[src/rtl/assert_macros.svh]
// Assertion macros shared by the RTL of the shape containment block.
// No dependencies; defining NO_ASSERTIONS turns every macro into nothing.
`ifndef ASSERT_MACROS_SVH
`define ASSERT_MACROS_SVH

`ifndef NO_ASSERTIONS

// Same-cycle implication, checked at every rising edge outside reset.
`define ASSERT_IMPLIES(label, ante, cons, msg) \
  label: assert property (@(posedge clk) disable iff (!rst_n) (ante) |-> (cons)) \
    else $error(msg);

// Next-cycle implication, checked at every rising edge outside reset.
`define ASSERT_NEXT(label, ante, cons, msg) \
  label: assert property (@(posedge clk) disable iff (!rst_n) (ante) |=> (cons)) \
    else $error(msg);

`else

`define ASSERT_IMPLIES(label, ante, cons, msg)
`define ASSERT_NEXT(label, ante, cons, msg)

`endif

`endif

[src/rtl/spsc_pkg.sv]
// Shared types and constants of the shape containment block.
// No dependencies; used by spsc_mac and the top level.
package spsc_pkg;

  localparam int DEF_MAX_VERTICES = 64;
  localparam int DEF_COORD_WIDTH  = 24;
  localparam int MODE_W           = 2;
  localparam int VIDX_W           = 6;
  localparam int CNT_W            = 7;
  localparam int CFG_IDX_W        = 3;
  localparam int STEP_W           = 3;

  typedef enum logic [MODE_W-1:0] {
    MODE_LOAD    = 2'd0,
    MODE_POINT   = 2'd1,
    MODE_SEGMENT = 2'd2
  } mode_t;

  typedef enum logic [CFG_IDX_W-1:0] {
    CFG_SHAPE_IS_CIRCLE = 3'd0,
    CFG_VERTEX_COUNT    = 3'd1,
    CFG_CENTER_X        = 3'd2,
    CFG_CENTER_Y        = 3'd3,
    CFG_RADIUS          = 3'd4
  } cfg_idx_t;

  typedef enum logic [1:0] {
    ACC_LOAD = 2'd0,
    ACC_ADD  = 2'd1,
    ACC_SUB  = 2'd2
  } acc_op_t;

  typedef enum logic [1:0] {
    SHF_NONE     = 2'd0,
    SHF_LIMB     = 2'd1,
    SHF_TWO_LIMB = 2'd2
  } shf_t;

  typedef enum logic [2:0] {
    DST_NONE = 3'd0,
    DST_DEN  = 3'd1,
    DST_NUM1 = 3'd2,
    DST_NUM2 = 3'd3,
    DST_A    = 3'd4,
    DST_HB   = 3'd5,
    DST_C    = 3'd6
  } dest_t;

  typedef enum logic [2:0] {
    PRG_POLY_PT  = 3'd0,
    PRG_POLY_SEG = 3'd1,
    PRG_CIRC_PT  = 3'd2,
    PRG_CIRC_SEG = 3'd3,
    PRG_WIDE     = 3'd4
  } prog_t;

  // What the accumulator does with a product in the cycle after it is issued.
  typedef struct packed {
    logic    vld;
    acc_op_t op;
    shf_t    shf;
    dest_t   dest;
  } mac_tag_t;

  // Index of the last multiply that a program issues.
  function automatic logic [STEP_W-1:0] prog_last(input prog_t p);
    logic [STEP_W-1:0] r;
    unique case (p)
      PRG_POLY_PT:  r = 3'd1;
      PRG_POLY_SEG: r = 3'd5;
      PRG_CIRC_PT:  r = 3'd2;
      PRG_CIRC_SEG: r = 3'd6;
      PRG_WIDE:     r = 3'd7;
      default:      r = 3'd0;
    endcase
    return r;
  endfunction

endpackage

[src/rtl/spsc_mac.sv]
// Shared signed multiplier with a registered product and a wide shifting accumulator.
// Depends on spsc_pkg for the accumulate tag.
module spsc_mac #(
  parameter int MW = 27,
  parameter int LW = 26,
  parameter int AW = 106
) (
  input  logic                     clk,
  input  logic                     rst_n,
  input  spsc_pkg::mac_tag_t       tag_in,
  input  logic signed [MW-1:0]     op_a,
  input  logic signed [MW-1:0]     op_b,
  output logic signed [AW-1:0]     res,
  output spsc_pkg::mac_tag_t       res_tag,
  output logic signed [AW-1:0]     acc
);
  import spsc_pkg::*;

  logic signed [2*MW-1:0] prod_r;
  mac_tag_t               tag_r;
  logic signed [AW-1:0]   acc_r;
  logic signed [AW-1:0]   acc_nxt;
  logic signed [AW-1:0]   prod_ext;
  logic signed [AW-1:0]   addend;

  always_ff @(posedge clk) begin
    prod_r <= op_a * op_b;
    if (!rst_n) begin
      tag_r <= '0;
    end else begin
      tag_r <= tag_in;
    end
    if (tag_r.vld) begin
      acc_r <= acc_nxt;
    end
  end

  assign prod_ext = {{(AW-2*MW){prod_r[2*MW-1]}}, prod_r};

  always_comb begin
    unique case (tag_r.shf)
      SHF_NONE:     addend = prod_ext;
      SHF_LIMB:     addend = prod_ext <<< LW;
      SHF_TWO_LIMB: addend = prod_ext <<< (2*LW);
      default:      addend = prod_ext;
    endcase
    unique case (tag_r.op)
      ACC_LOAD: acc_nxt = addend;
      ACC_ADD:  acc_nxt = acc_r + addend;
      ACC_SUB:  acc_nxt = acc_r - addend;
      default:  acc_nxt = addend;
    endcase
  end

  assign res     = acc_nxt;
  assign res_tag = tag_r;
  assign acc     = acc_r;

endmodule

[config.mk]
export PLATFORM = sky130hd
export DESIGN_NAME = spsc_mac
export DESIGN_NICKNAME = d
export VERILOG_FILES = /design/src/rtl/assert_macros.svh /design/src/rtl/spsc_pkg.sv /design/src/rtl/spsc_mac.sv
export SDC_FILE = /design/constraint.sdc
export NUM_CORES = 2
export LEC_CHECK = 0
export ABC_AREA = 1
export BUFFER_PORTS_ARGS = -buffer_cell sky130_fd_sc_hd__buf_2
export CAP_MARGIN = 20
export CORE_ASPECT_RATIO = 0.8
export CORE_MARGIN = 2
export CORE_UTILIZATION = 55
export CTS_CLUSTER_DIAMETER = 40
export CTS_CLUSTER_SIZE = 10
export DETAILED_ROUTE_END_ITERATION = 7
export PLACE_DENSITY = 0.73
export SYNTH_ARGS = -nofsm -noshare
export SYNTH_HDL_FRONTEND = slang
export SYNTH_SLANG_ARGS = --single-unit
[constraint.sdc]
create_clock -name clk -period 10.25 [get_ports clk]
set_clock_uncertainty 0.2 [all_clocks]
set_input_delay 1.025 -clock clk [delete_from_list [all_inputs] [get_ports clk]]
set_output_delay 1.025 -clock clk [all_outputs]
set_load 0.005 [all_outputs]
==> insert_results.sql <==
INSERT INTO impl_metrics (metric_group, metric, value, unit) VALUES
('sta', 'drv_slew', '0', ''),
('hold_path', 'min_delay_path_depth', '3', ''),
('synth', 'synth_nets', '7975', ''),
('global_routing', 'globalRouteTotalUtil', '43.08', '%'),
('floorplan', 'initial_utilization', '55.45', '%'),
('critical_path', 'worstSetupStartpoint', 'res_tag[3]', ''),
('synth', 'postSynthAreaPerCell', '6.900', 'µm²'),
('critical_path', 'r2r-end', 'acc[72]', ''),
('global_routing', 'number_of_global_route_vias_before_repair', '44150', ''),
('sta', 'tightestPinTransition', '1.295', 'ns'),
('cts', 'worstSkewPairLatency', '0.49', 'ns'),
('sta', 'timing_hold_violations_final', '0', ''),
('run', 'timing.max_cap.violations', '0', ''),
('critical_path', 'cp_common_cell', 'nand2_1', ''),
('run_status', 'outcome', 'complete, no violations', ''),
('placement', 'dp.final_hpwl', '164.8', 'mm'),
('cts', 'hold_buffers', '0', ''),
('cts', 'cts_inserted_buffers', '17', ''),
('floorplan', 'die_width', '332.5', 'µm'),
('global_routing', 'remaining_global_route_overflow', '0', ''),
('critical_path', 'cpMaxStageDelayCell', 'nor2_1', ''),
('cts', 'clkTransAtPathRegs', '0.08', 'ns'),
('critical_path', 'worstSetupEndpointType', 'output pin', ''),
('detailed_routing', 'routed-via-count', '46040', ''),
('placement', 'port-buffer-count', '283', ''),
('synth', 'yosysUniqueCellTypes', '50', ''),
('cts', 'clk_path_buf_depth', '2', ''),
('sta', 'headroom_to_the_max_slew_limit', '12.77', '%'),
('cells_and_area', 'post_route_cells_drive_above_1_share', '6.243', '%'),
('floorplan', 'std_cell_rows', '96', ''),
('global_routing', 'first_pass_grt_wire_length', '279.9', 'mm'),
('synth', 'ys_async_sr_fraction', '0', '%'),
('sta', 'grt_setup_unrepaired', 'false', ''),
('cells_and_area', 'diodes', '0', ''),
('critical_path', 'timing.setup.critical_path_class', 'reg2out', ''),
('critical_path', 'crit_path_capture', 'res[72]', ''),
('detailed_routing', 'drt-wirelength-per-cell', '23.56', 'µm'),
('critical_path', 'start_kind', 'flop', ''),
('synth', 'synth_seq_cells', '168', ''),
('detailed_routing', 'detail_route.vias_per_cell', '5.676', ''),
('synth', 'post_synth_inst_count', '6882', ''),
('synth', 'synth.yosys.warnings', '0', ''),
('cells_and_area', 'finish.net_count', '8064', ''),
('synth', 'synth-main-ff-cell', 'edfxtp_1', ''),
('critical_path', 'cpPeakStageDelay', '0.78', 'ns'),
('detailed_routing', 'post-route-drc-count', '0', ''),
('cts', 'cts_resized', '0', ''),
('cts', 'cts-root-buf', 'clkbuf_16', ''),
('critical_path', 'arrival_time_of_data_at_the_critical_path_endpoint', '7.79', 'ns'),
('cells_and_area', 'final_cell_mix', '1,912 x nand2_1, 1,705 x inv_1, 762 x fa_1, 468 x nor2_1, 286 x o21ai_0', ''),
('placement', 'finalWeightedCongestion', '1.100', ''),
('critical_path', 'regToRegSetupSlack', '2.62', 'ns'),
('sta', 'post-route-min-period', '9.020', 'ns'),
('sta', 'fin_setup_tns', '0', 'ns'),
('cells_and_area', 'synthToLayoutAreaGrowth', '5.317', '%'),
('global_routing', 'grt_max_degree', '87', ''),
('cts', 'cts.sink_count', '168', ''),
('sta', 'min_period_over_period', '88.00', '%'),
('floorplan', 'floorplan.core_area', '0.08564', 'mm²'),
('global_routing', 'antenna_found_initial', '3', ''),
('synth', 'synth-edff-count', '106', ''),
('cts', 'cts_tree', 'yes', ''),
('floorplan', 'floorplan.io_pins', '284', ''),
('sta', 'setup_viol', '0', ''),
('cts', 'h-tree-depth', '4', ''),
('synth', 'netlist_area', '0.04749', 'mm²'),
('synth', 'synth_seq_area_share', '9.317', '%'),
('critical_path', 'path_max_fanout', '70', ''),
('critical_path', 'critPathRequiredTime', '9.03', 'ns'),
('sta', 'max_freq', '0.1109', 'GHz'),
('detailed_routing', 'drt-pass1-iter-count', '6', ''),
('critical_path', 'source_of_the_worst_register_to_register_timing_path', 'res_tag[3]', ''),
('cts', 'post_cts.repair.setup_buffers', '0', ''),
('detailed_routing', 'first_iter_violations', '6039', ''),
('detailed_routing', 'drtAntennaViolNets', '0', ''),
('floorplan', 'die_area', '0.08872', 'mm²'),
('floorplan', 'floorplan.die.height', '266.8', 'µm'),
('detailed_routing', 'wl', '191.1', 'mm'),
('cells_and_area', 'mostFrequentLayoutCell', 'nand2_1', ''),
('cells_and_area', 'filler_cell_count', '8275', ''),
('hold_path', 'min_delay_worst_type', 'in2reg', ''),
('critical_path', 'ff2ff_path_depth', '27', '');
==> per-stage QoR <==
step	hold slack (ns)	cells	util, %	worst slack [ns]	instance area [µm²]
2_1_floorplan	0.4608	6882	-	2.685	47490
3_3_place_gp	0.5327	8079	57.75	1.824	49460
3_5_place_dp	0.5414	8079	57.75	1.757	49460
4_1_cts	0.5158	8111	58.39	1.883	50010
5_1_grt	0.5358	8111	58.39	1.034	50010
6_report	0.5250	8111	58.39	1.230	50010
==> critical path: cells and delay by family (launching register included) <==
| kind | cells | cell delay [ns] |
|---|---|---|
| AO/OA/AOI/OAI | 1 | 0.18 |
| adder cells (fa/ha/maj) | 2 | 0.92 |
| XOR/XNOR | 1 | 0.17 |
| buffers and inverters | 5 | 1.01 |
| AND/OR/NAND/NOR | 19 | 4.62 |
| flip-flops | 1 | 0.36 |
==> worst min path at each step <==
stage,start,endpoint
floorplan,prod_r[53],acc[105]
global placement,res_tag[7],acc[0]
detailed placement,res_tag[7],acc[0]
CTS,tag_in[5],res_tag[5]
global route,tag_in[4],res_tag[4]
finish,tag_in[5],res_tag[5]
==> synthesized netlist by cell type (all sizes together) (12+ instances only) <==
master,count,area [µm²]
inv,1714,6434
o21bai,21,157.7
o21ai,303,1531
a21o,15,112.6
o21a,12,90.09
edfxtp,106,3183
or2,26,162.7
clkbuf,191,716.9
xnor2,53,464.2
ha,267,3341
a31oi,19,118.9
nand3,267,1361
nor3,46,261.5
xor2,135,1182
buf,38,269.0
fa,762,15250
nand2,1943,7406
a21oi,283,1431
dfxtp,62,1241
nand4,79,494.2
nor2,494,1944
==> cells by family (layout without fill, tap and decap cells) <==
logic type,count (synthesis),count (layout),share of synthesized area (%)
flops,168,168,9.317
compound gates,673,673,7.573
xor+xnor,188,188,3.468
fa+ha+maj,1029,1029,39.16
simple gates,2881,2881,24.86
buf+inv,1943,2045,15.63
==> flip-flops by register name (all words and copies together) (netlist names) <==
| signal | cells |
|---|---|
| res_tag | 8 |
| acc | 106 |
| prod_r | 54 |
==> cell type report <==
type                            count  area, µm²  share of cell area, %
Multi-Input combinational cell   4771      35650                  71.28
Clock inverter                     14      123.9                 0.2477
Inverter                         1714       6436                  12.87
Timing Repair Buffer              299       1536                  3.072
Tap cell                         1127       1410                  2.820
Sequential cell                   168       4428                  8.854
Clock buffer                       18      429.2                 0.8581
==> per-layer routing <==
| layer | global-route usage [%] | routed length, µm |
|---|---|---|
| met5 | 4.037 | 528 |
| met4 | 9.128 | 4909 |
| met3 | 15.31 | 27240 |
| met2 | 62.35 | 78630 |
| met1 | 61.45 | 79790 |
Power is left out: the tool's default activity adds up to more than one toggle a clock period on the data nets, which glitch-free logic cannot reach.
